## config.mk

```make
export PLATFORM = sky130hd
export DESIGN_NAME = sum_checked_frame_receiver_flat
export DESIGN_NICKNAME = d
export VERILOG_FILES = /design/src/rtl/scfr_pkg.sv /design/src/rtl/scfr_ifs.sv /design/src/rtl/scfr_parser.sv /design/src/rtl/scfr_out_buf.sv /design/src/rtl/sum_checked_frame_receiver.sv /design/src/flat_wrapper.sv
export SDC_FILE = /design/constraint.sdc
export NUM_CORES = 1
export LEC_CHECK = 0
export BUFFER_PORTS_ARGS = -buffer_cell sky130_fd_sc_hd__buf_2
export CAP_MARGIN = 10
export CORE_MARGIN = 10
export CORE_UTILIZATION = 63
export DETAILED_ROUTE_END_ITERATION = 8
export GPL_TIMING_DRIVEN = 0
export PLACE_DENSITY_LB_ADDON = 0.1
export SLEW_MARGIN = 20
export SYNTH_ARGS = -nofsm -noshare
export SYNTH_HDL_FRONTEND = slang
export SYNTH_SLANG_ARGS = --single-unit
```

## constraint.sdc

```tcl
create_clock -name clk -period 9.8 [get_ports clk]
set_input_delay 2.94 -clock clk [delete_from_list [all_inputs] [get_ports clk]]
set_output_delay 2.94 -clock clk [all_outputs]
set_load 0.1 [all_outputs]
```

## src/rtl/scfr_pkg.sv

```systemverilog
// scfr_pkg: shared types and constants of the sum checked frame receiver
// no dependencies; imported by the parser, the output buffer and the top level
package scfr_pkg;

  // largest payload length that is accepted
  localparam int unsigned MAX_PAYLOAD = 128;

  localparam logic [7:0] PRE1_BYTE  = 8'hAA;
  localparam logic [7:0] PRE2_BYTE  = 8'h55;
  localparam logic [7:0] TYPE_CMD_A = 8'h10;
  localparam logic [7:0] TYPE_CMD_B = 8'h11;
  localparam logic [7:0] TYPE_TELEM = 8'h20;
  // reply word for a telemetry request, sent by downstream logic
  localparam logic [7:0] TELEM_REPLY = 8'hFF;

  typedef enum logic [2:0] {
    PH_PRE1 = 3'd0,
    PH_PRE2 = 3'd1,
    PH_VER  = 3'd2,
    PH_TYPE = 3'd3,
    PH_ID   = 3'd4,
    PH_LEN  = 3'd5,
    PH_PAY  = 3'd6,
    PH_CHK  = 3'd7
  } phase_t;

  typedef enum logic [2:0] {
    EV_PAYLOAD = 3'd0,
    EV_ACCEPT  = 3'd1,
    EV_TELEM   = 3'd2,
    EV_UNKNOWN = 3'd3,
    EV_BUSY    = 3'd4,
    EV_CSUM    = 3'd5
  } event_t;

  // one result word
  typedef struct packed {
    logic [2:0] event_res;
    logic [7:0] data_byte;
    logic [6:0] byte_index;
    logic [7:0] out_version;
    logic [7:0] out_type;
    logic [7:0] out_id;
    logic [7:0] out_length;
  } result_t;

endpackage

```

## src/rtl/scfr_ifs.sv

```systemverilog
// scfr_ifs: valid/ready channel interfaces for received bytes and result words
// no dependencies
interface scfr_rx_if;
  logic       valid;
  logic       ready;
  logic [7:0] rx_byte;
  logic       busy_req;

  modport source (output valid, output rx_byte, output busy_req, input ready);
  modport sink   (input valid, input rx_byte, input busy_req, output ready);
endinterface

interface scfr_res_if;
  logic       valid;
  logic       ready;
  logic [2:0] event_res;
  logic [7:0] data_byte;
  logic [6:0] byte_index;
  logic [7:0] out_version;
  logic [7:0] out_type;
  logic [7:0] out_id;
  logic [7:0] out_length;

  modport source (output valid, output event_res, output data_byte, output byte_index,
                  output out_version, output out_type, output out_id,
                  output out_length, input ready);
  modport sink   (input valid, input event_res, input data_byte, input byte_index,
                  input out_version, input out_type, input out_id,
                  input out_length, output ready);
endinterface

```

## src/rtl/scfr_parser.sv

```systemverilog
// scfr_parser: frame state machine, header registers and running sum
// depends on scfr_pkg
module scfr_parser
  import scfr_pkg::*;
(
  input  logic       clk,
  input  logic       rst,
  input  logic       take,
  input  logic [7:0] rx_byte,
  input  logic       busy_req,
  output logic       res_valid,
  output result_t    res
);

  phase_t     phase, phase_next;
  logic [7:0] frame_version, frame_version_next;
  logic [7:0] frame_type, frame_type_next;
  logic [7:0] frame_id, frame_id_next;
  logic [7:0] frame_length, frame_length_next;
  logic [7:0] payload_count, payload_count_next;
  logic [7:0] running_sum, running_sum_next;
  logic [7:0] sum_add;
  logic [7:0] count_inc;
  event_t     verdict;

  assign sum_add   = running_sum + rx_byte;
  assign count_inc = payload_count + 8'd1;

  // verdict on the checksum byte
  always_comb begin
    if (rx_byte != running_sum) begin
      verdict = EV_CSUM;
    end else if (busy_req) begin
      verdict = EV_BUSY;
    end else if (frame_type == TYPE_CMD_A || frame_type == TYPE_CMD_B) begin
      verdict = EV_ACCEPT;
    end else if (frame_type == TYPE_TELEM) begin
      verdict = EV_TELEM;
    end else begin
      verdict = EV_UNKNOWN;
    end
  end

  // next state
  always_comb begin
    phase_next         = phase;
    frame_version_next = frame_version;
    frame_type_next    = frame_type;
    frame_id_next      = frame_id;
    frame_length_next  = frame_length;
    payload_count_next = payload_count;
    running_sum_next   = running_sum;
    case (phase)
      PH_PRE1: begin
        if (rx_byte == PRE1_BYTE) phase_next = PH_PRE2;
      end
      PH_PRE2: begin
        if (rx_byte == PRE2_BYTE) phase_next = PH_VER;
        else if (rx_byte == PRE1_BYTE) phase_next = PH_PRE2;
        else phase_next = PH_PRE1;
      end
      PH_VER: begin
        frame_version_next = rx_byte;
        running_sum_next   = rx_byte;
        phase_next         = PH_TYPE;
      end
      PH_TYPE: begin
        frame_type_next  = rx_byte;
        running_sum_next = sum_add;
        phase_next       = PH_ID;
      end
      PH_ID: begin
        frame_id_next    = rx_byte;
        running_sum_next = sum_add;
        phase_next       = PH_LEN;
      end
      PH_LEN: begin
        frame_length_next = rx_byte;
        running_sum_next  = sum_add;
        if (rx_byte == 8'd0) begin
          phase_next = PH_CHK;
        end else if (rx_byte > 8'(MAX_PAYLOAD)) begin
          phase_next = PH_PRE1;
        end else begin
          payload_count_next = 8'd0;
          phase_next         = PH_PAY;
        end
      end
      PH_PAY: begin
        running_sum_next   = sum_add;
        payload_count_next = count_inc;
        if (count_inc >= frame_length) phase_next = PH_CHK;
      end
      PH_CHK: begin
        phase_next = PH_PRE1;
      end
      default: begin
        phase_next = PH_PRE1;
      end
    endcase
  end

  // result word for the byte on the input
  always_comb begin
    res.out_version = frame_version;
    res.out_type    = frame_type;
    res.out_id      = frame_id;
    res.out_length  = frame_length;
    case (phase)
      PH_PAY: begin
        res_valid      = take;
        res.event_res  = EV_PAYLOAD;
        res.data_byte  = rx_byte;
        res.byte_index = payload_count[6:0];
      end
      PH_CHK: begin
        res_valid      = take;
        res.event_res  = verdict;
        res.data_byte  = 8'd0;
        res.byte_index = 7'd0;
      end
      default: begin
        res_valid      = 1'b0;
        res.event_res  = EV_PAYLOAD;
        res.data_byte  = 8'd0;
        res.byte_index = 7'd0;
      end
    endcase
  end

  // state registers
  always_ff @(posedge clk) begin
    if (rst) begin
      phase         <= PH_PRE1;
      frame_version <= 8'd0;
      frame_type    <= 8'd0;
      frame_id      <= 8'd0;
      frame_length  <= 8'd0;
      payload_count <= 8'd0;
      running_sum   <= 8'd0;
    end else if (take) begin
      phase         <= phase_next;
      frame_version <= frame_version_next;
      frame_type    <= frame_type_next;
      frame_id      <= frame_id_next;
      frame_length  <= frame_length_next;
      payload_count <= payload_count_next;
      running_sum   <= running_sum_next;
    end
  end

endmodule

```

## src/rtl/scfr_out_buf.sv

```systemverilog
// scfr_out_buf: result register with a skid stage behind it
// depends on scfr_pkg
module scfr_out_buf
  import scfr_pkg::*;
(
  input  logic    clk,
  input  logic    rst,
  input  logic    up_valid,
  output logic    up_ready,
  input  result_t up_data,
  output logic    dn_valid,
  input  logic    dn_ready,
  output result_t dn_data
);

  logic    main_valid;
  logic    skid_valid;
  result_t main_word;
  result_t skid_word;
  logic    push;
  logic    main_free;

  assign up_ready  = !skid_valid;
  assign push      = up_valid && up_ready;
  assign main_free = !main_valid || dn_ready;
  assign dn_valid  = main_valid;
  assign dn_data   = main_word;

  // occupancy flags
  always_ff @(posedge clk) begin
    if (rst) begin
      main_valid <= 1'b0;
      skid_valid <= 1'b0;
    end else if (main_free) begin
      if (skid_valid) begin
        main_valid <= 1'b1;
        skid_valid <= 1'b0;
      end else begin
        main_valid <= push;
      end
    end else if (push) begin
      skid_valid <= 1'b1;
    end
  end

  // word storage
  always_ff @(posedge clk) begin
    if (main_free) begin
      if (skid_valid) main_word <= skid_word;
      else if (push) main_word <= up_data;
    end else if (push) begin
      skid_word <= up_data;
    end
  end

endmodule

```

## src/rtl/sum_checked_frame_receiver.sv

```systemverilog
// sum_checked_frame_receiver: top level of the preamble framed byte receiver
// depends on scfr_pkg, scfr_ifs, scfr_parser and scfr_out_buf
//
// channel  dir  contents
// rx       in   rx_byte, busy_req: one received word
// res      out  event_res, data_byte, byte_index, header fields: one result word
//
// one received word is taken per cycle while rx.ready is high; the frame
// state updates in that cycle and a payload or verdict word lands in the result
// register (or in the skid stage when res stalls) on the next edge.
// rx.ready drops only when both the result register and the skid stage hold
// words, so a stall on res stops the input two results later.
// synchronous reset returns the parser to preamble hunting and empties the buffer.
module sum_checked_frame_receiver
  import scfr_pkg::*;
(
  input logic      clk,
  input logic      rst,
  scfr_rx_if.sink  rx,
  scfr_res_if.source res
);

  logic    take;
  logic    buf_ready;
  logic    par_valid;
  result_t par_word;
  result_t out_word;

  assign rx.ready = buf_ready;
  assign take     = rx.valid && buf_ready;

  scfr_parser u_parser (
    .clk       (clk),
    .rst       (rst),
    .take      (take),
    .rx_byte   (rx.rx_byte),
    .busy_req  (rx.busy_req),
    .res_valid (par_valid),
    .res       (par_word)
  );

  scfr_out_buf u_out_buf (
    .clk      (clk),
    .rst      (rst),
    .up_valid (par_valid),
    .up_ready (buf_ready),
    .up_data  (par_word),
    .dn_valid (res.valid),
    .dn_ready (res.ready),
    .dn_data  (out_word)
  );

  // result word onto the channel
  assign res.event_res   = out_word.event_res;
  assign res.data_byte   = out_word.data_byte;
  assign res.byte_index  = out_word.byte_index;
  assign res.out_version = out_word.out_version;
  assign res.out_type    = out_word.out_type;
  assign res.out_id      = out_word.out_id;
  assign res.out_length  = out_word.out_length;

endmodule

```

## src/flat_wrapper.sv

```systemverilog
// flat-port wrapper written by rule: the top's interface ports become plain ports
module sum_checked_frame_receiver_flat import scfr_pkg::*;
  (clk, rst, rx_valid, rx_rx_byte, rx_busy_req, rx_ready, res_valid, res_event_res, res_data_byte, res_byte_index, res_out_version, res_out_type, res_out_id, res_out_length, res_ready);
  scfr_rx_if rx_i ();
  scfr_res_if res_i ();
  input logic clk;
  input logic rst;
  input wire logic [$bits(rx_i.valid)-1:0] rx_valid;
  input wire logic [$bits(rx_i.rx_byte)-1:0] rx_rx_byte;
  input wire logic [$bits(rx_i.busy_req)-1:0] rx_busy_req;
  output wire logic [$bits(rx_i.ready)-1:0] rx_ready;
  output wire logic [$bits(res_i.valid)-1:0] res_valid;
  output wire logic [$bits(res_i.event_res)-1:0] res_event_res;
  output wire logic [$bits(res_i.data_byte)-1:0] res_data_byte;
  output wire logic [$bits(res_i.byte_index)-1:0] res_byte_index;
  output wire logic [$bits(res_i.out_version)-1:0] res_out_version;
  output wire logic [$bits(res_i.out_type)-1:0] res_out_type;
  output wire logic [$bits(res_i.out_id)-1:0] res_out_id;
  output wire logic [$bits(res_i.out_length)-1:0] res_out_length;
  input wire logic [$bits(res_i.ready)-1:0] res_ready;
  assign rx_i.valid = rx_valid;
  assign rx_i.rx_byte = rx_rx_byte;
  assign rx_i.busy_req = rx_busy_req;
  assign rx_ready = rx_i.ready;
  assign res_valid = res_i.valid;
  assign res_event_res = res_i.event_res;
  assign res_data_byte = res_i.data_byte;
  assign res_byte_index = res_i.byte_index;
  assign res_out_version = res_i.out_version;
  assign res_out_type = res_i.out_type;
  assign res_out_id = res_i.out_id;
  assign res_out_length = res_i.out_length;
  assign res_i.ready = res_ready;
  sum_checked_frame_receiver u_core (.clk(clk), .rst(rst), .rx(rx_i), .res(res_i));
endmodule
```

[Yosys cells after proc, flatten, opt, wreduce, memory -nomap -nowiden]
Cells that the tools add are included.
Word-level totals
  word-level logic and storage cells: 88
  input port bits: 13
  output and inout bits: 52
  bits in registers: 153
Cells by class
  order comparisons: 2
  equal/unequal tests: 17
  bitwise logic cells: 1
  $add $sub $neg: 2
  reduce and logical (&&, ||, !) cells: 23
  muxes and demuxes: 20
Operators by type and width (number)
  $mux 50: 2
  $pmux 18 s2: 1
  $pmux 8 s2: 2
  $pmux 3 s8: 1
  $mux 3: 6
  $eq 8x5->1 const B: 2
  $mux 8: 2
  $reduce_and 2->1: 7
  $eq 3x3->1 const B: 4
  $add 8x1->8 const B: 1
  $add 8x8->8: 1
  $eq 8x6->1 const B: 1
  $eq 8x7->1 const B: 1
  $eq 8x8->1 const B: 1
  $ge 8x8->1: 1
  $gt 8x8->1 const B: 1
  $logic_not 8->1: 1
  $ne 2x2->1 const B: 4
  $ne 8x8->1: 1
  $eq 3x2->1 const B: 2
  $reduce_bool 2->1: 3
  $mux 1: 4
  $mux 2: 2
  $reduce_and 4->1: 1
  9 further kinds: 13

[Longest topological paths before layout]
Gate-level depths: netlist of the first run.
  depth in word-level cells: 8
  depth in mapped cells: 9
  gate-level depth less buffers: 9

[Modules after synthesis]
From an unflattened synthesis of the first run, not the netlist that was laid out.
Unflattened totals
  cell total of the unflattened synthesis: 546
  area, all modules: 6827.8 um^2
Modules (own cells, without submodules)
  scfr_out_buf: sequential area each 3042.9 um^2, times used 1, area each 3923.8 um^2, cells each 165
  scfr_parser: sequential area each 1021.0 um^2, times used 1, area each 2897.8 um^2, cells each 380
  sum_checked_frame_receiver: sequential area each 0.0 um^2, times used 1, area each 6.3 um^2, cells each 1

[Least setup slack after synthesis of the first run]
No wires, ideal clock.
  path kind: input to register
  start point: input port rx_valid
  end point: register u_core.u_out_buf.main_word (netlist bit u_core.u_out_buf.dn_data[0]), enable pin
  buffers on the path: 0
  slack: 4.150 ns
  arrival time: 5.192 ns
  library setup time: 0.458 ns
  stages: 2
  data required time: 9.342 ns
  cell sequence: a31oi_1 -> nor2_1
Between the ends
  cells in the longest elaborated chain, start to end: 5
RTL lines
  from (decl): line flat_wrapper.sv:8  | input wire logic [$bits(rx_i.valid)-1:0] rx_valid;
  $logic_and 1x1->1: line sum_checked_frame_receiver.sv:30  | assign take = rx.valid && buf_ready;
  $mux 1: line scfr_parser.sv:109  | case (phase)
  $logic_and 1x1->1: line scfr_out_buf.sv:24  | assign push = up_valid && up_ready;
  $reduce_bool 2->1 (no source line)
  $reduce_and 2->1 (no source line)
  to (signal assigned): line scfr_out_buf.sv:49  | if (skid_valid) main_word <= skid_word;
  to (signal assigned): line scfr_out_buf.sv:50  | else if (push) main_word <= up_data;
  to (decl): line scfr_out_buf.sv:18  | result_t main_word;
Every way passes these cells.
A chain may end at the register's enable or synchronous reset.

[Final worst setup path of the first run]
  start point: register u_core.u_out_buf.skid_valid
  end point: output port rx_ready
Between the ends
  cells in the longest elaborated chain, start to end: 1
RTL lines
  from (decl): line scfr_out_buf.sv:17  | logic skid_valid;
  from (signal assigned): line scfr_out_buf.sv:33  | skid_valid <= 1'b0;
  from (signal assigned): line scfr_out_buf.sv:37  | skid_valid <= 1'b0;
  from (signal assigned): line scfr_out_buf.sv:42  | skid_valid <= 1'b1;
  $logic_not 1->1: line scfr_out_buf.sv:23  | assign up_ready = !skid_valid;
  to (decl): line flat_wrapper.sv:11  | output wire logic [$bits(rx_i.ready)-1:0] rx_ready;
Every way passes these cells.

==> key figures, run 1 <==
Outcome
  • Status: finished, final reports clean

Pwr
  • Clock power share: 0.461
  • Power density over the cells: 182 mW/mm^2
  • Sw Pwr: 286 uW
  • Register share of total power: 0.493
  • Leak: 0.00287 uW
  • Int Power: 1110 uW
  • VDD IR-drop max: 0.108 mV
  • Combinational power share: 0.046
  • Tot Pwr: 1400 uW
  • Sw frac: 0.205

Worst hold path
  • Hold crit path type: reg -> reg

Clock network
  • PostCTS Resize Cnt: 0
  • Root Buffer: clkbuf_8
  • H-tree depth: 4
  • Clock slew at reported path FFs: 0.06 ns
  • Clk sinks: 153
  • Num CTS Buffers: 17
  • CTS tree: built
  • Post-CTS Setup Bufs: 0
  • Worst-skew pair later-pin latency: 0.53 ns
  • CTS max path bufs: 2
  • Cts hold-fix bufs: 0

Timing
  • Slew @ Worst Pin: 0.866 ns
  • Fin. max-slew vios: 0
  • Fmax: 176 MHz
  • Setup tns final: 0 ns
  • Final hold viol count: 0
  • Final period util: 0.579
  • Clk_skew: slightly below 0.007 ns
  • Final worst path period need: 5.68 ns
  • Worst slew margin: 0.421
  • RSZ-0062 raised after global routing: no
  • Final Setup Violations: 0

Synth
  • Fraction of registers with async set/reset: 0
  • Mapped Area: 0.00656 sq mm
  • Register area share after synthesis: 0.620
  • Post-synth top flop: edfxtp_1
  • Yosys warning total: 0
  • Synthesized flop and latch total: 153
  • Syn Area/Cell: between 10 and 15 sq um
  • EDFF count, synth: 100
  • Mapped Cells: 520
  • Unique masters post-synth: 55
  • Synth Net Count: 550

Layout
  • Post-Route Utilization: 0.751
  • Antenna cell count: 0
  • Layout area overhead: 17.2%
  • Layout Nets: 634
  • # fillers: 681
  • Fraction of layout cells with a size suffix above 1: 0.237

Floorplan
  • Initial core utilization: 0.641
  • Placeable Area: 0.0102 sq mm
  • IO Pins: 65
  • Die W: 122 um
  • Row Count: 37
  • Die area: 0.0149 sq mm
  • Die Span Y: roughly 120 um

Setup path
  • Maximum fanout along the worst path: 10
  • WP data required: 6.86 ns
  • Critical path type: reg -> out
  • CP Capture Type: output pin
  • Crit path DAT: roughly 2.7 ns
  • CP Launch Type: register

Global route
  • Vias in the first global route: 4454
  • Gr ovfl total: 0
  • Total GRT Usage: 0.200
  • Largest net degree at the start of global routing: just over 50
  • Antenna violations before repair: 0
  • First-pass GRT wire length: 23100 um

Detailed routing
  • DRT iter0 DRCs: roughly 310
  • Antenna Nets Post-Route: 0
  • Routed WL per cell: around 19 um
  • Routed WL: ~14000 um
  • First-pass DRT Iterations: 5
  • DRC viols: 0
  • Number of vias per cell: 5.88
  • Via count: 4426

Placed design
  • Port bufs: 64
  • DP HPWL: 9520 um
  • GPL Wtd Cong: 0.874

Run
  • Max cap viols: 0
kinds of logic after synthesis:
family	share of synthesized area
AOI/OAI and AO/OA	0.0809
adders and majority gates	0.0336
muxes	0.114
and+or+nand+nor	0.118
DFF	0.620
xor gates and xnor gates	0.0120
buffers and inverters	0.0225
metrics by stage:
stage / hold WS (ns) / instances / setup slack (ns) / area (sq um)
2_1_floorplan: 0.426 / 520 / 4.15 / 6560
3_3_place_gp: 0.435 / 720 / 3.11 / 7050
3_5_place_dp: 0.440 / 721 / 4.69 / 7090
4_1_cts: 0.455 / 753 / 4.12 / 7680
5_1_grt: 0.468 / 753 / 4.00 / 7680
6_report: 0.458 / 753 / 4.12 / 7680
cells in the mapped netlist (2+ instances only):
cell type / instances / area share
ha_1: 16 / 0.031
and2_1: 17 / 0.016
a211oi_1: 7 / 0.0080
clkbuf_1: 19 / 0.011
and3_1: 6 / 0.0057
inv_1: 14 / 0.0080
a31oi_1: 5 / 0.0048
nand2b_1: 4 / 0.0038
dfxtp_1: 53 / 0.16
nand4_1: 2 / 0.0019
mux2i_1: 26 / 0.040
or4_1: 2 / 0.0023
buf_1: 2 / 0.0011
o21a_1: 5 / 0.0057
nor3_1: 11 / 0.0084
nand3_1: 17 / 0.013
nor3b_1: 3 / 0.0034
mux2_2: 42 / 0.072
xnor2_1: 4 / 0.0053
a211o_1: 3 / 0.0040
nor2_1: 50 / 0.029
a22o_1: 5 / 0.0067
a22oi_1: 3 / 0.0034
a21oi_1: 14 / 0.011
or3_1: 6 / 0.0057
o21ai_1: 2 / 0.0015
nor3_2: 3 / 0.0046
o211ai_1: 2 / 0.0023
nor2b_1: 5 / 0.0048
o21ai_0: 14 / 0.011
edfxtp_1: 100 / 0.46
a31o_1: 2 / 0.0027
nand2_1: 27 / 0.015
a21o_1: 3 / 0.0034
xor2_1: 5 / 0.0067
o31ai_1: 2 / 0.0023
final cells by class:
cell class	count	area, sq um	share of cell area
plain buffers	23	91.3	0.0119
clock inverters	6	86.3	0.0112
clock buffers	26	509	0.0663
multi-input cells	329	2360	0.307
flip-flops and latches	153	4060	0.529
well taps	136	170	0.0221
inverters	15	56.3	0.00733
repair buffers	65	348	0.0453
cells in the final DEF (no fill, tap or decap), types with 4 or more instances in the layout:
cell	count
nand3_1	17
or3_1	6
dfxtp_1	53
xor2_1	5
buf_2	65
xnor2_1	4
nor2_1	49
clkbuf_1	23
edfxtp_1	100
nor2b_1	5
and3_1	5
o21ai_0	14
nand2b_1	4
a211oi_1	7
a21oi_1	14
inv_1	14
and2_1	17
clkbuf_16	17
a22o_1	5
nor3_1	11
ha_1	16
clkbuf_8	5
mux2i_1	26
a31oi_1	5
mux2_2	42
nand2_1	27
o21a_1	5
sequential cells by signal (all words and copies together), names as in the netlist:
| register | count |
|---|---|
| u_core.u_out_buf.skid_word | 50 |
| u_core.u_out_buf.dn_data | 50 |
| u_core.u_parser.frame_version | 8 |
| u_core.u_parser.phase | 3 |
| u_core.u_parser.running_sum | 8 |
| u_core.u_parser.frame_length | 8 |
| u_core.u_out_buf.skid_valid | 1 |
| u_core.u_parser.frame_type | 8 |
| u_core.u_parser.payload_count | 8 |
| u_core.u_out_buf.dn_valid | 1 |
| u_core.u_parser.frame_id | 8 |
path summary, 6_finish.rpt:
path / start / endpoint / slack [ns] / cells past startpoint
worst min-delay path: u_core.u_parser.frame_length[5] / u_core.u_out_buf.skid_word[5] / 0.46 / 0
worst min register to register: u_core.u_parser.frame_length[5] / u_core.u_out_buf.skid_word[5] / 0.46 / 0
worst max-delay path: u_core.u_out_buf.skid_valid / rx_ready / 4.12 / 5
worst max register to register: u_core.u_out_buf.skid_valid / u_core.u_out_buf.skid_word[6] / 6.93 / 6
layer usage:
metal,vias to the layer above,GRT usage,part of all wire
met5,-,0,0
met4,0,0.0924,0.022
met3,30,0.0513,0.067
met2,144,0.333,0.51
met1,2149,0.237,0.40
li1,2103,-,-
power groups by stage:
stage	Clock [uW]	Sequential (uW)	Combinational, uW
detailed placement	0	703	63.1
floorplan	0	702	42.2
global placement	0	702	60.5
finish	645	689	64.6
global route	679	690	71.2
CTS	652	689	63.6
worst max-delay path, stage by stage (launching register included):
cell and delay (ns):
dfxtp_1 0.30, clkbuf_1 0.24, inv_2 0.11, clkbuf_1 0.44, buf_1 0.57, buf_2 0.55
Note: power is estimated with default switching activity, not from simulation.
==> run 2, diff against run 1 <==
CORE_UTILIZATION = 53   (was 63)
clock period = 5.1 ns   (was 9.8 ns; I/O delays follow)
==> run 2 against run 1 <==
Compared with the run above: utilization down 11 points; power up 90%; cell count up 4.4%; non-clock buffer count up 1; count of clock-buffer cells in the layout down 6; cell area up 0.46%; clock power up 88%; largest power group unchanged.
==> key figures, run 2 (same netlist as run 1, synthesis figures left out) <==
Outcome
  • Status: finished, final reports clean (unchanged)

Floorplan
  • Die area: 0.0172 sq mm (was 0.0149 sq mm)
  • Die Span Y: 131 um (was 122 um)
  • Placeable Area: 0.0121 sq mm (was 0.0102 sq mm)
  • Initial core utilization: 0.544 (was 0.641)
  • Row Count: 40 (was 37)
  • Die W: 131 um (was 122 um)
  • IO Pins: 65 (unchanged)

Setup path
  • CP Launch Type: register (unchanged)
  • R2R depth: 6 (unchanged)
  • FF-to-FF Start: u_core.u_out_buf.skid_valid (unchanged)
  • Register-to-register setup slack: 2.19 ns (was 6.93 ns)
  • Critical path type: reg -> out (unchanged)
  • R2R Path End: u_core.u_out_buf.skid_word[2] (was u_core.u_out_buf.skid_word[6])
  • Crit path DAT: 2.55 ns (was 2.74 ns)
  • CP Capture Type: output pin (unchanged)
  • Maximum fanout along the worst path: 10 (unchanged)
  • WP data required: 3.57 ns (was 6.86 ns)

Detailed routing
  • First-pass DRT Iterations: 5 (unchanged)
  • Routed WL per cell: 19.1 um (about the same)
  • DRT iter0 DRCs: 395 (was 313)
  • Routed WL: 15000 um (was 14400 um)
  • Antenna Nets Post-Route: 0 (unchanged)
  • Via count: 4430 (was 4426)
  • Number of vias per cell: 5.64 (was 5.88)
  • DRC viols: 0 (unchanged)

Timing
  • Worst slew margin: 0.429 (was 0.421)
  • Clk_skew: 0.00710 ns (was 0.00696 ns)
  • Final hold viol count: 0 (unchanged)
  • RSZ-0062 raised after global routing: no (unchanged)
  • Final worst path period need: 4.08 ns
  • Fmax: approximately 250 MHz
  • Fin Hold WS: 0.457 ns (was 0.458 ns)
  • Final period util: 0.800
  • Slew @ Worst Pin: 0.852 ns (was 0.866 ns)
  • Setup tns final: 0 ns (unchanged)
  • Final Setup Violations: 0 (unchanged)
  • Fin. max-slew vios: 0 (unchanged)

Placed design
  • Post-Place Cell Area: 0.00716 sq mm (was 0.00709 sq mm)
  • GPL Wtd Cong: 0.879 (was 0.874)
  • DP HPWL: 10100 um (was 9520 um)
  • Port bufs: 64 (unchanged)

Pwr
  • Leak: 0.00285 uW (was 0.00287 uW)
  • Tot Pwr: 2660 uW (was 1400 uW)
  • Sw frac: 0.218 (was 0.205)
  • Clock power share: 0.454 (was 0.461)
  • VDD IR-drop max: 0.170 mV (was 0.108 mV)
  • Sw Pwr: 579 uW (was 286 uW)
  • Combinational power share: 0.047 (was 0.046)
  • Int Power: 2080 uW (was 1110 uW)
  • Power density over the cells: 344 mW/mm^2 (was 182 mW/mm^2)
  • Register share of total power: 0.499 (was 0.493)

Layout
  • Antenna cell count: 0 (unchanged)
  • Layout Nets: 635 (was 634)
  • # fillers: 955 (was 681)
  • Fraction of layout cells with a size suffix above 1: 0.239 (was 0.237)
  • Layout area overhead: 17.7% (was 17.2%)
  • Fin area: 0.00772 sq mm (was 0.00768 sq mm)
  • Post-Route Utilization: 0.640 (was 0.751)
  • Most frequent cells in the layout: edfxtp_1 (100), buf_2 (65), dfxtp_1 (53), nor2_1 (49), mux2_2 (42) (unchanged)
  • Reg area: 0.00406 sq mm (unchanged)
  • Commonest non-fill, non-tap cell in the layout: edfxtp_1 (unchanged)
  • Multi-input logic area: 0.00236 sq mm (unchanged)

Clock network
  • Worst-skew pair later-pin latency: 0.43 ns (was 0.53 ns)
  • Cts hold-fix bufs: 0 (unchanged)
  • Num CTS Buffers: 17 (unchanged)
  • Post-CTS Setup Bufs: 0 (unchanged)
  • CTS tree: built (unchanged)
  • Clk sinks: 153 (unchanged)
  • PostCTS Resize Cnt: 0 (unchanged)
  • H-tree depth: 4 (unchanged)
  • Root Buffer: clkbuf_16 (was clkbuf_8)
  • Clock slew at reported path FFs: 0.06 ns (about the same)
  • CTS max path bufs: 2 (unchanged)

Worst hold path
  • Hold EP: u_core.u_out_buf.skid_word[15] (was u_core.u_out_buf.skid_word[5])
  • Hold Startpoint: u_core.u_parser.frame_id[7] (was u_core.u_parser.frame_length[5])
  • Hold crit path type: reg -> reg (unchanged)
  • Hold depth: 0 (unchanged)

Global route
  • Largest net degree at the start of global routing: 51 (unchanged)
  • Total GRT Usage: 0.176 (was 0.200)
  • Antenna violations before repair: 0 (unchanged)
  • Vias in the first global route: 4527 (was 4454)
  • Gr ovfl total: 0 (unchanged)
  • First-pass GRT wire length: 24300 um (was 23100 um)

Run
  • Max cap viols: 0 (unchanged)
[run 2: cell count changes in the layout (fill, tap and decap cells not counted)]
cell	delta
clkinvlp_4	+4
buf_16	+1
clkbuf_8	-5
clkinv_2	+2
clkbuf_1	-1
[run 2: area by class of cell]
cell class / count / share of cell area
flip-flops and latches: 153 / 0.527
multi-input cells: 329 / 0.306
clock buffers: 20 / 0.0566
repair buffers: 66 / 0.0486
well taps: 168 / 0.0272
clock inverters: 12 / 0.0164
plain buffers: 23 / 0.0118
inverters: 15 / 0.00729
[run 2: worst max-delay path: stages, from the launching register on]
cell,delay [ns]
dfxtp_1,0.29
clkbuf_1,0.24
inv_2,0.11
clkbuf_1,0.44
buf_1,0.51
buf_2,0.53
[run 2: power by group through the flow]
stage                     sequential (uW)  combinational (uW)  clock, uW
after floorplan                      1350                81.2          0
after global placement               1350                 119          0
after detailed placement             1350                 123          0
after CTS                            1320                 123       1220
after global routing                 1330                 138       1270
final                                1320                 125       1210
[run 2: metal layers]
metal	vias up	routed length, um	GRT usage
li1	2094	-	-
met1	2175	6570	0.219
met2	132	7320	0.283
met3	29	772	0.0473
met4	0	353	0.0719
met5	-	0	0
[run 2: stage by stage]
| step | instances | setup WS [ns] |
|---|---|---|
| 2_1_floorplan | 520 | 0.860 |
| 3_3_place_gp | 752 | -0.510 |
| 3_5_place_dp | 754 | 1.47 |
| 4_1_cts | 786 | 1.01 |
| 5_1_grt | 786 | 0.805 |
| 6_report | 786 | 1.02 |
[run 2: worst max-delay path by stage]
stage / from / cells past startpoint / end / slack [ns]
after global placement: rx_valid / 3 / u_core.u_out_buf.dn_data[25] / -0.51
after CTS: u_core.u_out_buf.skid_valid / 5 / rx_ready / 1.01
after floorplan: rx_valid / 2 / u_core.u_out_buf.dn_data[0] / 0.86
after global routing: u_core.u_out_buf.skid_valid / 5 / rx_ready / 0.81
final: u_core.u_out_buf.skid_valid / 5 / rx_ready / 1.02
after detailed placement: u_core.u_out_buf.skid_valid / 5 / rx_ready / 1.47
